===== config.mk =====
export PLATFORM = sky130hd
export DESIGN_NAME = i2c_master_byte_engine
export DESIGN_NICKNAME = d
export VERILOG_FILES = /design/src/rtl/i2cme_pkg.sv /design/src/rtl/i2cme_core.sv /design/src/rtl/i2cme_skid.sv /design/src/rtl/i2c_master_byte_engine.sv
export SDC_FILE = /design/constraint.sdc
export NUM_CORES = 1
export LEC_CHECK = 0
export ABC_AREA = 1
export BUFFER_PORTS_ARGS = -buffer_cell sky130_fd_sc_hd__buf_2
export CAP_MARGIN = 10
export CORE_UTILIZATION = 40
export DETAILED_ROUTE_END_ITERATION = 12
export GPL_TIMING_DRIVEN = 0
export PLACE_DENSITY_LB_ADDON = 0.15
export SETUP_SLACK_MARGIN = 0.15
export SLEW_MARGIN = 10
export SYNTH_ARGS = -nofsm -noshare
export SYNTH_HDL_FRONTEND = slang
export SYNTH_SLANG_ARGS = --single-unit

===== constraint.sdc =====
create_clock -name clk -period 3.3 [get_ports clk]
set_clock_uncertainty 0.2 [all_clocks]
set_input_delay 0.165 -clock clk [delete_from_list [all_inputs] [get_ports clk]]
set_output_delay 0.165 -clock clk [all_outputs]
set_load 0.005 [all_outputs]

===== src/rtl/i2cme_pkg.sv =====
`default_nettype none
// ----------------------------------------------------------------------------
// i2cme_pkg
// Shared types and constants for the I2C master byte engine: command codes,
// configuration register indexes, sequencer states and the result record.
// ----------------------------------------------------------------------------
package i2cme_pkg;

  // configuration registers
  localparam int CfgIndexW  = 1;
  localparam int CfgDataW   = 16;
  localparam int PhaseW     = 16;
  localparam int TimeoutW   = 8;

  localparam logic [CfgIndexW-1:0] CFG_PHASE_TICKS = 1'b0;
  localparam logic [CfgIndexW-1:0] CFG_ACK_TIMEOUT = 1'b1;

  localparam logic [PhaseW-1:0]   PHASE_TICKS_RST = 16'd320;
  localparam logic [TimeoutW-1:0] ACK_TIMEOUT_RST = 8'd200;

  localparam int BitCntW = 4;
  localparam logic [BitCntW-1:0] BITS_PER_BYTE = 4'd8;

  typedef enum logic [1:0] {
    OP_START = 2'd0,
    OP_STOP  = 2'd1,
    OP_WRITE = 2'd2,
    OP_READ  = 2'd3
  } op_t;

  // bus sequencer phases
  typedef enum logic [18:0] {
    ST_IDLE   = 19'h00001,
    ST_S_A    = 19'h00002,
    ST_S_B    = 19'h00004,
    ST_S_C    = 19'h00008,
    ST_S_D    = 19'h00010,
    ST_P_A    = 19'h00020,
    ST_P_B    = 19'h00040,
    ST_P_C    = 19'h00080,
    ST_W_DATA = 19'h00100,
    ST_W_HIGH = 19'h00200,
    ST_W_LOW  = 19'h00400,
    ST_W_REL  = 19'h00800,
    ST_W_POLL = 19'h01000,
    ST_W_TAIL = 19'h02000,
    ST_R_REL  = 19'h04000,
    ST_R_HIGH = 19'h08000,
    ST_R_HOLD = 19'h10000,
    ST_R_LOW  = 19'h20000,
    ST_R_ACK  = 19'h40000
  } state_t;

  typedef struct packed {
    logic       scl;
    logic       sda_drive;
    logic       sda_output_enable;
    logic       busy_res;
    logic       done_res;
    logic       ack_received;
    logic [7:0] read_byte;
  } result_t;

endpackage
`default_nettype wire


===== src/rtl/i2cme_core.sv =====
`default_nettype none
// ----------------------------------------------------------------------------
// i2cme_core
// Bus phase sequencer. Holds the engine state and configuration registers and
// computes the updated line levels and flags for the tick being accepted.
// ----------------------------------------------------------------------------
module i2cme_core (
  input  wire logic                             clk,
  input  wire logic                             rst,
  input  wire logic                             accept,
  input  wire logic                             cmd_valid,
  input  wire logic [1:0]                       operation,
  input  wire logic [7:0]                       write_byte,
  input  wire logic                             send_ack,
  input  wire logic                             sda_in,
  input  wire logic                             cfg_write,
  input  wire logic [i2cme_pkg::CfgIndexW-1:0]  cfg_index,
  input  wire logic [i2cme_pkg::CfgDataW-1:0]   cfg_data,
  output i2cme_pkg::result_t                    res
);

  logic [i2cme_pkg::PhaseW-1:0]   phase_ticks;
  logic [i2cme_pkg::TimeoutW-1:0] ack_timeout;

  i2cme_pkg::state_t             st, st_next, tgt;
  logic [i2cme_pkg::BitCntW-1:0] bit_cnt, bit_cnt_next;
  logic [7:0]                    shreg, shreg_next;
  logic [i2cme_pkg::PhaseW-1:0]  pcnt, pcnt_next;
  logic [i2cme_pkg::TimeoutW-1:0] ack_wait, ack_wait_next;
  logic                          ack_flag, ack_flag_next;
  logic                          want_ack, want_ack_next;
  logic                          scl, scl_next;
  logic                          sda, sda_next;
  logic                          sda_oe, sda_oe_next;
  logic [7:0]                    last_read, last_read_next;

  logic [i2cme_pkg::PhaseW-1:0]  plen;
  logic                          in_phase;
  logic                          enter;
  logic                          finish;
  logic [i2cme_pkg::BitCntW-1:0] bit_inc;

  // a phase length of zero behaves as one tick
  assign plen     = (phase_ticks == '0) ? {{(i2cme_pkg::PhaseW-1){1'b0}}, 1'b1} : phase_ticks;
  assign in_phase = pcnt < plen;
  assign bit_inc  = bit_cnt + {{(i2cme_pkg::BitCntW-1){1'b0}}, 1'b1};

  always_comb begin
    st_next        = st;
    bit_cnt_next   = bit_cnt;
    shreg_next     = shreg;
    pcnt_next      = pcnt;
    ack_wait_next  = ack_wait;
    ack_flag_next  = ack_flag;
    want_ack_next  = want_ack;
    scl_next       = scl;
    sda_next       = sda;
    sda_oe_next    = sda_oe;
    last_read_next = last_read;
    tgt            = i2cme_pkg::ST_IDLE;
    enter          = 1'b0;
    finish         = 1'b0;

    case (st)
      i2cme_pkg::ST_IDLE: begin
        if (cmd_valid) begin
          enter = 1'b1;
          case (i2cme_pkg::op_t'(operation))
            i2cme_pkg::OP_START: tgt = i2cme_pkg::ST_S_A;
            i2cme_pkg::OP_STOP:  tgt = i2cme_pkg::ST_P_A;
            i2cme_pkg::OP_WRITE: begin
              shreg_next   = write_byte;
              bit_cnt_next = '0;
              tgt          = i2cme_pkg::ST_W_DATA;
            end
            default: begin
              shreg_next    = '0;
              bit_cnt_next  = '0;
              want_ack_next = send_ack;
              tgt           = i2cme_pkg::ST_R_REL;
            end
          endcase
        end
      end
      i2cme_pkg::ST_W_POLL: begin
        if (!sda_in) begin
          ack_flag_next = 1'b1;
          tgt           = i2cme_pkg::ST_W_TAIL;
          enter         = 1'b1;
        end else if (ack_wait >= ack_timeout) begin
          ack_flag_next = 1'b0;
          tgt           = i2cme_pkg::ST_W_TAIL;
          enter         = 1'b1;
        end else begin
          ack_wait_next = ack_wait + {{(i2cme_pkg::TimeoutW-1){1'b0}}, 1'b1};
        end
      end
      i2cme_pkg::ST_S_D, i2cme_pkg::ST_P_C, i2cme_pkg::ST_W_TAIL: begin
        if (in_phase) begin
          pcnt_next = pcnt + {{(i2cme_pkg::PhaseW-1){1'b0}}, 1'b1};
        end else begin
          finish = 1'b1;
        end
      end
      i2cme_pkg::ST_S_A, i2cme_pkg::ST_S_B, i2cme_pkg::ST_S_C,
      i2cme_pkg::ST_P_A, i2cme_pkg::ST_P_B,
      i2cme_pkg::ST_W_DATA, i2cme_pkg::ST_W_HIGH, i2cme_pkg::ST_W_LOW, i2cme_pkg::ST_W_REL,
      i2cme_pkg::ST_R_REL, i2cme_pkg::ST_R_HIGH, i2cme_pkg::ST_R_HOLD, i2cme_pkg::ST_R_LOW,
      i2cme_pkg::ST_R_ACK: begin
        if (in_phase) begin
          pcnt_next = pcnt + {{(i2cme_pkg::PhaseW-1){1'b0}}, 1'b1};
        end else begin
          enter = 1'b1;
          case (st)
            i2cme_pkg::ST_S_A:    tgt = i2cme_pkg::ST_S_B;
            i2cme_pkg::ST_S_B:    tgt = i2cme_pkg::ST_S_C;
            i2cme_pkg::ST_S_C:    tgt = i2cme_pkg::ST_S_D;
            i2cme_pkg::ST_P_A:    tgt = i2cme_pkg::ST_P_B;
            i2cme_pkg::ST_P_B:    tgt = i2cme_pkg::ST_P_C;
            i2cme_pkg::ST_W_DATA: tgt = i2cme_pkg::ST_W_HIGH;
            i2cme_pkg::ST_W_HIGH: tgt = i2cme_pkg::ST_W_LOW;
            i2cme_pkg::ST_W_LOW: begin
              shreg_next   = {shreg[6:0], 1'b0};
              bit_cnt_next = bit_inc;
              tgt = (bit_inc >= i2cme_pkg::BITS_PER_BYTE) ? i2cme_pkg::ST_W_REL
                                                          : i2cme_pkg::ST_W_DATA;
            end
            i2cme_pkg::ST_W_REL:  tgt = i2cme_pkg::ST_W_POLL;
            i2cme_pkg::ST_R_REL:  tgt = i2cme_pkg::ST_R_HIGH;
            i2cme_pkg::ST_R_HIGH: begin
              // sample on the last tick of the high phase
              shreg_next = {shreg[6:0], sda_in};
              tgt        = i2cme_pkg::ST_R_HOLD;
            end
            i2cme_pkg::ST_R_HOLD: tgt = i2cme_pkg::ST_R_LOW;
            i2cme_pkg::ST_R_LOW: begin
              bit_cnt_next = bit_inc;
              tgt = (bit_inc >= i2cme_pkg::BITS_PER_BYTE) ? i2cme_pkg::ST_R_ACK
                                                          : i2cme_pkg::ST_R_HIGH;
            end
            default: begin
              // ack phase over: drop scl and publish the byte
              enter          = 1'b0;
              scl_next       = 1'b0;
              last_read_next = shreg;
              finish         = 1'b1;
            end
          endcase
        end
      end
      default: finish = 1'b1;
    endcase

    if (finish) begin
      st_next   = i2cme_pkg::ST_IDLE;
      pcnt_next = '0;
    end

    if (enter) begin
      st_next   = tgt;
      pcnt_next = {{(i2cme_pkg::PhaseW-1){1'b0}}, 1'b1};
      case (tgt)
        i2cme_pkg::ST_S_A: begin
          sda_oe_next = 1'b1;
          sda_next    = 1'b1;
        end
        i2cme_pkg::ST_S_B: scl_next = 1'b1;
        i2cme_pkg::ST_S_C: sda_next = 1'b0;
        i2cme_pkg::ST_S_D: scl_next = 1'b0;
        i2cme_pkg::ST_P_A: begin
          sda_oe_next = 1'b1;
          sda_next    = 1'b0;
        end
        i2cme_pkg::ST_P_B: scl_next = 1'b1;
        i2cme_pkg::ST_P_C: sda_next = 1'b1;
        i2cme_pkg::ST_W_DATA: begin
          sda_oe_next = 1'b1;
          sda_next    = shreg_next[7];
        end
        i2cme_pkg::ST_W_HIGH: scl_next = 1'b1;
        i2cme_pkg::ST_W_LOW:  scl_next = 1'b0;
        i2cme_pkg::ST_W_REL:  sda_next = 1'b1;
        i2cme_pkg::ST_W_POLL: begin
          sda_oe_next   = 1'b0;
          scl_next      = 1'b1;
          ack_wait_next = '0;
        end
        i2cme_pkg::ST_W_TAIL: scl_next = 1'b0;
        i2cme_pkg::ST_R_REL: begin
          sda_oe_next = 1'b1;
          sda_next    = 1'b1;
        end
        i2cme_pkg::ST_R_HIGH: begin
          sda_oe_next = 1'b0;
          scl_next    = 1'b1;
        end
        i2cme_pkg::ST_R_LOW: scl_next = 1'b0;
        i2cme_pkg::ST_R_ACK: begin
          sda_oe_next = 1'b1;
          sda_next    = ~want_ack_next;
          scl_next    = 1'b1;
        end
        default: begin
        end
      endcase
    end
  end

  always_comb begin
    res.scl               = scl_next;
    res.sda_drive         = sda_next;
    res.sda_output_enable = sda_oe_next;
    res.busy_res          = (st_next != i2cme_pkg::ST_IDLE);
    res.done_res          = finish;
    res.ack_received      = ack_flag_next;
    res.read_byte         = last_read_next;
  end

  always_ff @(posedge clk) begin
    if (rst) begin
      phase_ticks <= i2cme_pkg::PHASE_TICKS_RST;
      ack_timeout <= i2cme_pkg::ACK_TIMEOUT_RST;
    end else if (cfg_write) begin
      case (cfg_index)
        i2cme_pkg::CFG_PHASE_TICKS: phase_ticks <= cfg_data;
        i2cme_pkg::CFG_ACK_TIMEOUT: ack_timeout <= cfg_data[i2cme_pkg::TimeoutW-1:0];
        default: begin
        end
      endcase
    end
  end

  always_ff @(posedge clk) begin
    if (rst) begin
      st        <= i2cme_pkg::ST_IDLE;
      bit_cnt   <= '0;
      shreg     <= '0;
      pcnt      <= '0;
      ack_wait  <= '0;
      ack_flag  <= 1'b0;
      want_ack  <= 1'b0;
      scl       <= 1'b1;
      sda       <= 1'b1;
      sda_oe    <= 1'b0;
      last_read <= '0;
    end else if (accept) begin
      st        <= st_next;
      bit_cnt   <= bit_cnt_next;
      shreg     <= shreg_next;
      pcnt      <= pcnt_next;
      ack_wait  <= ack_wait_next;
      ack_flag  <= ack_flag_next;
      want_ack  <= want_ack_next;
      scl       <= scl_next;
      sda       <= sda_next;
      sda_oe    <= sda_oe_next;
      last_read <= last_read_next;
    end
  end

`ifndef ASSERT_OFF
  // the phase counter runs exactly while a command is in progress
  a_pcnt_busy: assert property (@(posedge clk) disable iff (rst)
    (st == i2cme_pkg::ST_IDLE) == (pcnt == '0))
    else $error("phase counter out of step with sequencer state");

  // state moves only on an accepted tick
  a_hold: assert property (@(posedge clk) disable iff (rst)
    !accept |=> $stable(st) && $stable(pcnt))
    else $error("sequencer advanced without a tick");

  // a completing tick leaves the sequencer idle
  a_done_idle: assert property (@(posedge clk) disable iff (rst)
    accept && res.done_res |=> st == i2cme_pkg::ST_IDLE)
    else $error("command completed but sequencer not idle");
`endif

endmodule
`default_nettype wire


===== src/rtl/i2cme_skid.sv =====
`default_nettype none
// ----------------------------------------------------------------------------
// i2cme_skid
// Result register with one skid entry. Stall toward the sender comes from a
// flop, so the receiver's stall never reaches the input side combinationally.
// ----------------------------------------------------------------------------
module i2cme_skid (
  input  wire logic               clk,
  input  wire logic               rst,
  input  wire logic               push,
  input  wire i2cme_pkg::result_t push_data,
  output logic                    full,
  output logic                    out_valid,
  input  wire logic               out_stall,
  output i2cme_pkg::result_t      out_data
);

  logic               skid_valid;
  i2cme_pkg::result_t skid_data;
  logic               take;

  assign take = out_valid && !out_stall;
  assign full = skid_valid;

  always_ff @(posedge clk) begin
    if (rst) begin
      out_valid  <= 1'b0;
      skid_valid <= 1'b0;
    end else if (skid_valid) begin
      if (take) begin
        skid_valid <= 1'b0;
      end
    end else if (push) begin
      if (out_valid && !take) begin
        skid_valid <= 1'b1;
      end else begin
        out_valid <= 1'b1;
      end
    end else if (take) begin
      out_valid <= 1'b0;
    end
  end

  always_ff @(posedge clk) begin
    if (skid_valid) begin
      if (take) begin
        out_data <= skid_data;
      end
    end else if (push) begin
      if (out_valid && !take) begin
        skid_data <= push_data;
      end else begin
        out_data <= push_data;
      end
    end
  end

`ifndef ASSERT_OFF
  a_skid_behind_main: assert property (@(posedge clk) disable iff (rst)
    skid_valid |-> out_valid)
    else $error("skid entry held with empty output register");

  a_skid_drains: assert property (@(posedge clk) disable iff (rst)
    skid_valid && !out_stall |=> !skid_valid)
    else $error("skid entry not moved up after a transaction");

  a_skid_fills: assert property (@(posedge clk) disable iff (rst)
    push && out_valid && out_stall && !skid_valid |=> skid_valid && out_valid)
    else $error("result lost while output stalled");
`endif

endmodule
`default_nettype wire


===== src/rtl/i2c_master_byte_engine.sv =====
`default_nettype none
// ----------------------------------------------------------------------------
// i2c_master_byte_engine
// I2C master bit sequencer: start, stop, byte write with ack poll, byte read.
// ----------------------------------------------------------------------------
// Usage:
//   Input channel (in_valid/in_stall) carries one bus tick per transaction:
//   an optional command plus the sampled SDA level. Commands are taken only
//   when the engine is idle at the start of the tick.
//   Output channel (out_valid/out_stall) returns one result per tick: SCL,
//   SDA drive and enable, busy level, done pulse, ack status, last read byte.
//   An accepted tick's result is registered in the output register, or in
//   the skid entry while the output is stalled; throughput is one tick per
//   cycle while in_stall is low.
//   If the receiver stalls, one further result goes into a skid entry and
//   in_stall rises the cycle after; nothing is dropped or repeated.
//   cfg_write with cfg_index 0 sets ticks per bus phase, index 1 sets the
//   ack timeout; write them only while the engine is idle.
//   Reset (rst, synchronous) leaves core SCL/SDA high with SDA released,
//   the output empty and the registers at 320 ticks and 200 ticks.
// ----------------------------------------------------------------------------
module i2c_master_byte_engine (
  input  wire logic                            clk,
  input  wire logic                            rst,
  input  wire logic                            in_valid,
  output logic                                 in_stall,
  input  wire logic                            cmd_valid,
  input  wire logic [1:0]                      operation,
  input  wire logic [7:0]                      write_byte,
  input  wire logic                            send_ack,
  input  wire logic                            sda_in,
  output logic                                 out_valid,
  input  wire logic                            out_stall,
  output logic                                 scl,
  output logic                                 sda_drive,
  output logic                                 sda_output_enable,
  output logic                                 busy_res,
  output logic                                 done_res,
  output logic                                 ack_received,
  output logic [7:0]                           read_byte,
  input  wire logic                            cfg_write,
  input  wire logic [i2cme_pkg::CfgIndexW-1:0] cfg_index,
  input  wire logic [i2cme_pkg::CfgDataW-1:0]  cfg_data
);

  logic               accept;
  logic               full;
  i2cme_pkg::result_t res;
  i2cme_pkg::result_t out_data;

  assign in_stall = full;
  assign accept   = in_valid && !full;

  i2cme_core u_core (
    .clk        (clk),
    .rst        (rst),
    .accept     (accept),
    .cmd_valid  (cmd_valid),
    .operation  (operation),
    .write_byte (write_byte),
    .send_ack   (send_ack),
    .sda_in     (sda_in),
    .cfg_write  (cfg_write),
    .cfg_index  (cfg_index),
    .cfg_data   (cfg_data),
    .res        (res)
  );

  i2cme_skid u_skid (
    .clk       (clk),
    .rst       (rst),
    .push      (accept),
    .push_data (res),
    .full      (full),
    .out_valid (out_valid),
    .out_stall (out_stall),
    .out_data  (out_data)
  );

  assign scl               = out_data.scl;
  assign sda_drive         = out_data.sda_drive;
  assign sda_output_enable = out_data.sda_output_enable;
  assign busy_res          = out_data.busy_res;
  assign done_res          = out_data.done_res;
  assign ack_received      = out_data.ack_received;
  assign read_byte         = out_data.read_byte;

endmodule
`default_nettype wire

# Yosys cells after proc, flatten, opt, wreduce, memory -nomap -nowiden
# Index checks and enable logic that the tools add are counted.
[op_classes] addsub=3 n_lt_le_gt_ge=3 n_eq_ne=47 muxes=70 bitwise_logic=3 n_reduce_logical=35
[ops] cell="case mux 19 bit (13 select lines)" count=1
[ops] cell="two-way mux 19 bit" count=6
[ops] cell="two-way mux 16 bit" count=5
[ops] cell="two-way mux 8 bit" count=10
[ops] cell="two-way mux 14 bit" count=5
[ops] cell="case mux 19 bit (3 select lines)" count=1
[ops] cell="case mux 8 bit (2 select lines)" count=3
[ops] cell="case mux 15 bit (3 select lines)" count=1
[ops] cell="== test 19 x 10 -> 1 bit (second input constant)" count=2
[ops] cell="== test 19 x 11 -> 1 bit (second input constant)" count=2
[ops] cell="== test 19 x 12 -> 1 bit (second input constant)" count=2
[ops] cell="== test 19 x 13 -> 1 bit (second input constant)" count=2
[ops] cell="== test 19 x 14 -> 1 bit (second input constant)" count=2
[ops] cell="== test 19 x 15 -> 1 bit (second input constant)" count=2
[ops] cell="== test 19 x 16 -> 1 bit (second input constant)" count=2
[ops] cell="== test 19 x 18 -> 1 bit (second input constant)" count=2
[ops] cell="== test 19 bit (second input constant)" count=2
[ops] cell="== test 19 x 2 -> 1 bit (second input constant)" count=2
[ops] cell="== test 19 x 3 -> 1 bit (second input constant)" count=2
[ops] cell="== test 19 x 4 -> 1 bit (second input constant)" count=2
[ops] cell="== test 19 x 5 -> 1 bit (second input constant)" count=2
[ops] cell="== test 19 x 6 -> 1 bit (second input constant)" count=2
[ops] cell="== test 19 x 7 -> 1 bit (second input constant)" count=2
[ops] cell="== test 19 x 8 -> 1 bit (second input constant)" count=2
[ops] cell="40 further kinds" count=97
[totals] reg_bits=122 word_cells=191

# Longest topological paths before layout
# Gate-level depths: netlist of the first run.
[depth] depth_word=13 depth_mapped=22 depth_no_buf=21

# Hierarchy
# From an unflattened synthesis of the first run, not the netlist that was laid out.
[hier_totals] hier_cells=1056 area_unflattened_um2=7449.6
[modules_own_cells] module="i2cme_core" n_inst=1 cells_per_inst=961 area_per_inst_um2=6271.0 seq_area_each_um2=1841.8
[modules_own_cells] module="i2cme_skid" n_inst=1 cells_per_inst=93 area_per_inst_um2=1168.6 seq_area_each_um2=880.8
[modules_own_cells] module="i2c_master_byte_engine" n_inst=1 cells_per_inst=2 area_per_inst_um2=10.0 seq_area_each_um2=0.0

# Worst setup path after synthesis of the first run
# OpenSTA, ideal clock, no wires.
[synth_timing] kind="flip-flop to flip-flop" from="register u_core.phase_ticks[11] (netlist bit)" to="register u_skid.out_data[11] (netlist name)" setup_ns=0.253 t_arrival_ns=2.256 required_time_ns=2.847 slack_ns=0.590 path_stages_with_launch=17 path_buffers=2 period_less_slack_ns=2.710 cell_sequence="dfxtp_1 inv_1 ha_1 nand2_1 inv_1 nand3_1 a31oi_1 a2111oi_0 nand2_1 buf_2 buf_1 nand3_1 nand2_1 nor2_1 nand3_1 nand2_1 nand2_1"
[synth_lines] item="from (decl)" line_no="i2cme_core.sv:22" source="logic [i2cme_pkg::PhaseW-1:0] phase_ticks;"
[synth_lines] item="from (signal assigned)" line_no="i2cme_core.sv:221" source="phase_ticks <= i2cme_pkg::PHASE_TICKS_RST;"
[synth_lines] item="from (signal assigned)" line_no="i2cme_core.sv:225" source="i2cme_pkg::CFG_PHASE_TICKS: phase_ticks <= cfg_data;"

==> results of run 1 <==
[cell usage after synthesis, types with 3 or more instances]
master	n
buf_2	5
inv_1	141
inv_2	20
nor3_1	15
nand3_2	3
nand4_1	31
nand3_1	60
nand2_4	3
dfxtp_1	94
nor2_2	7
clkinv_1	3
o21ai_0	65
clkbuf_1	19
nor2_4	9
a21oi_1	79
nand2_2	14
ha_1	26
nor2_1	99
nor4_1	5
edfxtp_1	28
o21ai_1	5
a2111oi_0	3
o22ai_1	6
nand2_1	205
xor2_1	5
o21a_1	8
o211ai_1	9
[sequential cells by signal, summed over array words and instances (netlist names), 4 cells and up]
name	cells
u_skid.out_data	14
u_core.shreg	8
u_core.phase_ticks	16
u_core.last_read	8
u_core.st	19
u_core.bit_cnt	4
u_skid.skid_data	14
u_core.pcnt	16
u_core.ack_wait	8
u_core.ack_timeout	8
[metal layers]
metal | up-vias | part of all wire | track usage
met5 | - | 0 | 0
met4 | 0 | 0.016 | 0.0687
met3 | 25 | 0.038 | 0.0408
met2 | 141 | 0.44 | 0.351
met1 | 3033 | 0.50 | 0.314
li1 | 3511 | - | -
[where the power goes]
part	total, W	internal [W]	switching (W)
registers	0.00165	0.00161	0.0000398
logic	0.000546	0.000195	0.000351
clock network	0.00196	0.00117	0.000790
total	0.00415	0.00297	0.00118
[through the flow]
| step | power, W | worst slack [ns] | instances |
|---|---|---|---|
| after detailed placement | 0.00219 | -0.464 | 1278 |
| after floorplan | 0.00202 | 0.590 | 1004 |
| after global placement | 0.00219 | -0.370 | 1278 |
| after CTS | 0.00418 | 0.140 | 1341 |
| final | 0.00415 | 0.266 | 1341 |
| after global routing | 0.00432 | 0.0974 | 1341 |
[cell type report]
class                   instances  area [sq um]  share of cell area
repair buffers                 80           556              0.0644
plain buffers                  28           134              0.0155
inverters                     164           616              0.0714
clock buffers                  18           439              0.0509
multi-input cells             690          3700               0.429
flip-flops and latches        122          2730               0.316
well taps                     225           282              0.0326
clock inverters                14           173              0.0200
[tightest hold or removal path, delay by kind of cell]
| kind | cells | cell delay [ns] |
|---|---|---|
| buffers and inverters | 1 | 0.11 |
| AND/OR/NAND/NOR | 1 | 0.22 |
| AO/OA/AOI/OAI | 1 | 0.11 |
[worst min path at each step]
stage                     start                                  to  slack [ns]  cells past startpoint
floorplan           cfg_data[3]  u_core.ack_timeout[3]$_SDFFE_PP1P_         0.1                      2
global route          cfg_write  u_core.ack_timeout[5]$_SDFFE_PP0P_        0.02                      3
finish                cfg_write  u_core.ack_timeout[5]$_SDFFE_PP0P_        0.02                      3
global placement    cfg_data[8]  u_core.phase_ticks[8]$_SDFFE_PP1P_        0.19                      3
CTS                   cfg_write  u_core.ack_timeout[4]$_SDFFE_PP0P_       0.008                      3
detailed placement  cfg_data[8]  u_core.phase_ticks[8]$_SDFFE_PP1P_        0.20                      3
[what timing repair did]
action | CTS | global route
gates resized for setup | 4 | 14
hold endpoints to repair | 36 | 0
endpoints found under the setup margin | 95 | 50
gates cloned | 0 | 0
hold buffers | 31 | 0
buffers inserted | 0 | 0
[cells by family after synthesis]
| group | Yosys count | share of synthesized area |
|---|---|---|
| AND/OR/NAND/NOR | 467 | 0.309 |
| adder cells (fa/ha/maj) | 26 | 0.0457 |
| flip-flops | 122 | 0.382 |
| buffers and inverters | 192 | 0.105 |
| XOR/XNOR | 6 | 0.00737 |
| AO/OA/AOI/OAI | 191 | 0.151 |
==> impl_metrics.py, run 1 <==
metrics = {
    "timing": {
        "fin_crit_sh": 0.919,
        "hold_ws_ns": 0.0245,
        "finalCriticalPeriod_ns": 3.03,
        "hold_viol": 0,
        "rsz0062_at_grt": "yes",
        "slew_violations": 0,
        "tns_ns": 0,
        "maxSlewHeadroom": 0.263,
        "setup_viol": 0,
        "max_freq_ghz": 0.330,
        "tightest_slew_ns": 1.10,
    },
    "cts": {
        "cts-htree-levels": 4,
        "cts_tree": "done",
        "clockRootBuffer": "clkbuf_16",
        "clk_latency_ns": 0.43,
        "clkTransAtPathRegs_ns": 0.06,
        "numCtsBuffers": 17,
        "clock-sinks": 122,
        "cts_buffer_depth": 2,
    },
    "placed_design": {
        "io_buffers": 49,
        "hpwl_um": 14800,
        "gp_congestion": 0.938,
        "post_dp_cell_area_sq_mm": 0.00765,
    },
    "setup_path": {
        "r2r_slack_ns": 0.27,
        "slowest_stage": "a2111oi_4",
        "crit_path_end": "u_skid.out_data[13]$_DFFE_PP_",
        "critical_path.top_delay_family": "compound AO/OA/AOI/OAI gates",
        "cp_max_fo": 10,
        "cpPeakStageDelay_ns": 0.40,
        "end_kind": "flip-flop",
        "r2r_cells": 13,
        "cp.depth": 13,
        "cp.arrival_ns": 3.02,
        "r2r-start": "u_core.phase_ticks[15]$_SDFFE_PP0P_",
        "crit_chain": "inv_1, ha_1, nand2_1, nor2_1, a2111oi_4, nand2_2, buf_2, buf_2, o41a_1, nor2_1, o21ai_1, nand2_1, nand2_1",
        "required_ns": 3.28,
        "crit_start": "u_core.phase_ticks[15]$_SDFFE_PP0P_",
        "cp-start-kind": "flip-flop",
        "crit-reg2reg-capture": "u_skid.out_data[13]$_DFFE_PP_",
        "crit_type": "flip-flop to flip-flop",
        "crit_buf_inv": 3,
        "cp_common_cell": "nand2_1",
    },
    "die": {
        "dieArea_sq_mm": 0.0184,
        "rows": 48,
        "start_util": 0.411,
        "die_width_um": 135,
        "pin_count": 51,
        "core_area_sq_mm": 0.0174,
        "die_y_um": 135,
    },
    "synth": {
        "async_flop_share": 0,
        "ys_seq_area_frac": 0.382,
        "synth-edff-count": 28,
        "ys_ff_latch": 122,
        "yosysTopAreaCell": "dfxtp_1",
        "netlist-cell-type-count": 54,
        "yosys_most_used_dff": "dfxtp_1",
        "avgSynthCellArea_sq_um": 7.10,
        "synth_nets": 1065,
        "synth_top_cells_by_area": "dfxtp_1 26%, edfxtp_1 12%, nand2_1 11%",
        "yosys.area.top_type_share": 0.264,
        "synth_area_sq_mm": 0.00713,
        "yosysWarnings": 0,
        "postSynthCellCount": 1004,
    },
    "grt": {
        "grtUsageTotal": 0.225,
        "overflow": 0,
        "grt_pass1_vias": 6162,
        "antenna_found_initial": 0,
        "grt_pass1_wl_um": 31800,
        "grt_max_degree": 17,
    },
    "drt": {
        "vias": 6710,
        "wl_per_cell_um": 14.7,
        "drc_errors": 0,
        "first_iter_violations": 395,
        "ant_nets": 0,
        "routed_via_density": 5.00,
        "drt_wl_total_um": 19700,
        "drt_first_pass_iters": 5,
    },
    "finish": {
        "syn2layout_area_growth_pct": 21.0,
        "final_common_cell": "nand2_1",
        "fillers": 1739,
        "layout-drive-gt1-share": 0.153,
        "finish.utilization": 0.497,
        "final_cell_mix": "202 x nand2_1, 141 x inv_1, 98 x nor2_1",
        "antenna_cells": 0,
        "fin_area_sq_mm": 0.00862,
        "final_nets": 1164,
    },
    "pwr": {
        "power.leakage_nw": 3.90,
        "powerDensity_mw_per_mm2": 482,
        "ir_worst_vdd_v": 0.000468,
    },
    "min_path": {
        "min_path_type": "primary input to flip-flop",
    },
    "outcome": {
        "status": "completed",
    },
    "job": {
        "drv_cap": 0,
    },
}
Power figures use the tool's default switching activity.
==> run 2: changes to the inputs <==
Settings changed: CORE_ASPECT_RATIO set to 0.9.
==> run 2 against run 1 <==
  * First-iteration DRC count up 44%
  * Fmax is 1.2% higher
  * Worst hold slack worse by 0.0038 ns
  * Critical path depth rose by 3
  * Combinational power is essentially flat
  * Clock power fell by 6%
  * Total power is 2.4% lower
  * Critical endpoint is now u_core.ack_wait[3]$_SDFFE_PP0P_
  * Highest routed layer unchanged
==> impl_metrics.py, run 2 (same netlist as run 1, synthesis figures left out) <==
metrics = {
    "finish": {
        "antenna_cells": 0,
        "syn2layout_area_growth_pct": 20.9,
        "finish.utilization": 0.502,
        "largest_reg_flops": 19,
        "fin_area_sq_mm": 0.00861,
        "final_common_cell": "nand2_1",
        "final_nets": 1165,
        "final_cell_mix": "203 x nand2_1, 141 x inv_1, 97 x nor2_1",
        "layout-drive-gt1-share": 0.151,
        "regMostFlops": "u_core.st",
        "top_regs": "u_core.st x19, u_core.pcnt x16, u_core.phase_ticks x16",
    },
    "cts": {
        "clk_latency_ns": 0.43,
        "clockRootBuffer": "clkbuf_16",
        "clkTransAtPathRegs_ns": 0.06,
        "cts_buffer_depth": 2,
        "cts-htree-levels": 4,
        "numCtsBuffers": 17,
        "cts_tree": "done",
        "clock-sinks": 122,
    },
    "grt": {
        "antenna_found_initial": 0,
        "grt_busiest_layer": "met2",
        "grtUsageTotal": 0.227,
        "grt_pass1_wl_um": 32000,
        "use_met2": 0.343,
        "use_met1": 0.321,
        "grt_max_degree": 17,
        "grt_pass1_vias": 6203,
        "grt_use_met3": 0.0517,
        "overflow": 0,
    },
    "setup_path": {
        "cpPeakStageDelay_ns": 0.43,
        "cp-start-kind": "flip-flop",
        "end_kind": "flip-flop",
        "required_ns": 3.42,
        "crit_type": "flip-flop to flip-flop",
        "cp_max_fo": 5,
        "crit_buf_inv": 4,
        "cp.arrival_ns": 3.12,
        "critical_path.top_delay_family": "simple AND/OR/NAND/NOR gates",
        "slowest_stage": "o31ai_2",
        "crit_chain": "inv_1, nand2_2, nor2_4, nand2_4, nor3_4, nand2_1, nand2_1, nor2_1, nand2_1, nor2_4, inv_2, nand2_2, o31ai_2, inv_1, nand3b_1, inv_1",
    },
    "placed_design": {
        "gp_congestion": 0.966,
        "post_dp_cell_area_sq_mm": 0.00766,
        "io_buffers": 49,
        "hpwl_um": 14500,
        "place_ws_ns": -0.429,
    },
    "timing": {
        "tightest_slew_ns": 1.09,
        "slew_violations": 0,
        "finalCriticalPeriod_ns": 3.00,
        "maxSlewHeadroom": 0.268,
        "worst_slack_ns": 0.303,
        "hold_viol": 0,
        "fin_crit_sh": 0.908,
        "tns_ns": 0,
        "rsz0062_at_grt": "yes",
        "setup_viol": 0,
        "max_freq_ghz": 0.334,
    },
    "pwr": {
        "powerDensity_mw_per_mm2": 470,
        "ir_worst_vdd_v": 0.000331,
        "power.leakage_nw": 3.87,
        "fin_total_pwr_w": 0.00405,
    },
    "die": {
        "die_y_um": 129,
        "core_area_sq_mm": 0.0172,
        "pin_count": 51,
        "rows": 45,
        "die_width_um": 143,
        "start_util": 0.415,
        "dieArea_sq_mm": 0.0184,
    },
    "job": {
        "drv_cap": 0,
    },
    "drt": {
        "ant_nets": 0,
        "drc_errors": 0,
        "first_iter_violations": 567,
        "drt_wl_total_um": 19400,
        "routed_via_density": 4.98,
        "drt_first_pass_iters": 5,
        "wl_per_cell_um": 14.4,
        "vias": 6733,
    },
    "outcome": {
        "status": "completed",
    },
    "min_path": {
        "min_path_type": "primary input to flip-flop",
    },
}
run 2: changes by cell type in the layout (fill, tap and decap cells not counted), sizes merged:
| cell | change |
|---|---|
| buf | -1 |
| clkinv | +1 |
| bufinv | -1 |
| clkinvlp | +2 |
| clkbuf | +1 |
| inv | -1 |
run 2: worst paths after layout:
check	startpoint	endpoint	slack (ns)	depth (start not counted)
worst max-delay path	u_core.st[5]$_SDFFE_PP0P_	u_core.ack_wait[3]$_SDFFE_PP0P_	0.30	16
worst min-delay path	send_ack	u_core.want_ack$_SDFFE_PP0P_	0.02	7
worst max register to register	u_core.st[5]$_SDFFE_PP0P_	u_core.ack_wait[3]$_SDFFE_PP0P_	0.30	16
worst min register to register	u_core.st[5]$_SDFFE_PP0P_	u_core.st[5]$_SDFFE_PP0P_	0.27	2
run 2: where the power goes:
part	total, W	internal [W]	switching, W
clock	0.00185	0.00106	0.000789
combinational	0.000547	0.000197	0.000350
sequential	0.00165	0.00161	0.0000401
run 2: final cells by class:
type / instances / area (sq um)
Buffer: 28 / 139
Clock buffer: 17 / 425
Clock inverter: 15 / 154
Fill cell: 1704 / 8560
Inverter: 164 / 616
Multi-Input combinational cell: 690 / 3700
Sequential cell: 122 / 2720
Tap cell: 235 / 294
Timing Repair Buffer: 81 / 563
run 2: per-layer routing:
metal	up-vias	routed length, um
met3	28	853
met4	0	341
met1	3005	10000
li1	3523	-
met5	-	0
met2	177	8220
run 2: timing repair:
item,in CTS,in global routing
endpoints found under the setup margin,94,53
setup buffers,0,1
pin swaps,0,2
gates resized for setup,4,13
gates cloned,0,0
endpoints found under the hold margin,36,0
hold buffers,31,0
run 2: worst min-delay path, delay by kind of cell:
family	cells	cell delay, ns
AO/OA/AOI/OAI	2	0.13
buffers and inverters	3	0.18
AND/OR/NAND/NOR	2	0.14
run 2: through the flow:
| stage | hold WS (ns) | cells |
|---|---|---|
| floorplan | 0.0954 | 1004 |
| global placement | 0.189 | 1288 |
| detailed placement | 0.188 | 1288 |
| CTS | 0.00207 | 1351 |
| global route | 0.0227 | 1352 |
| finish | 0.0208 | 1352 |
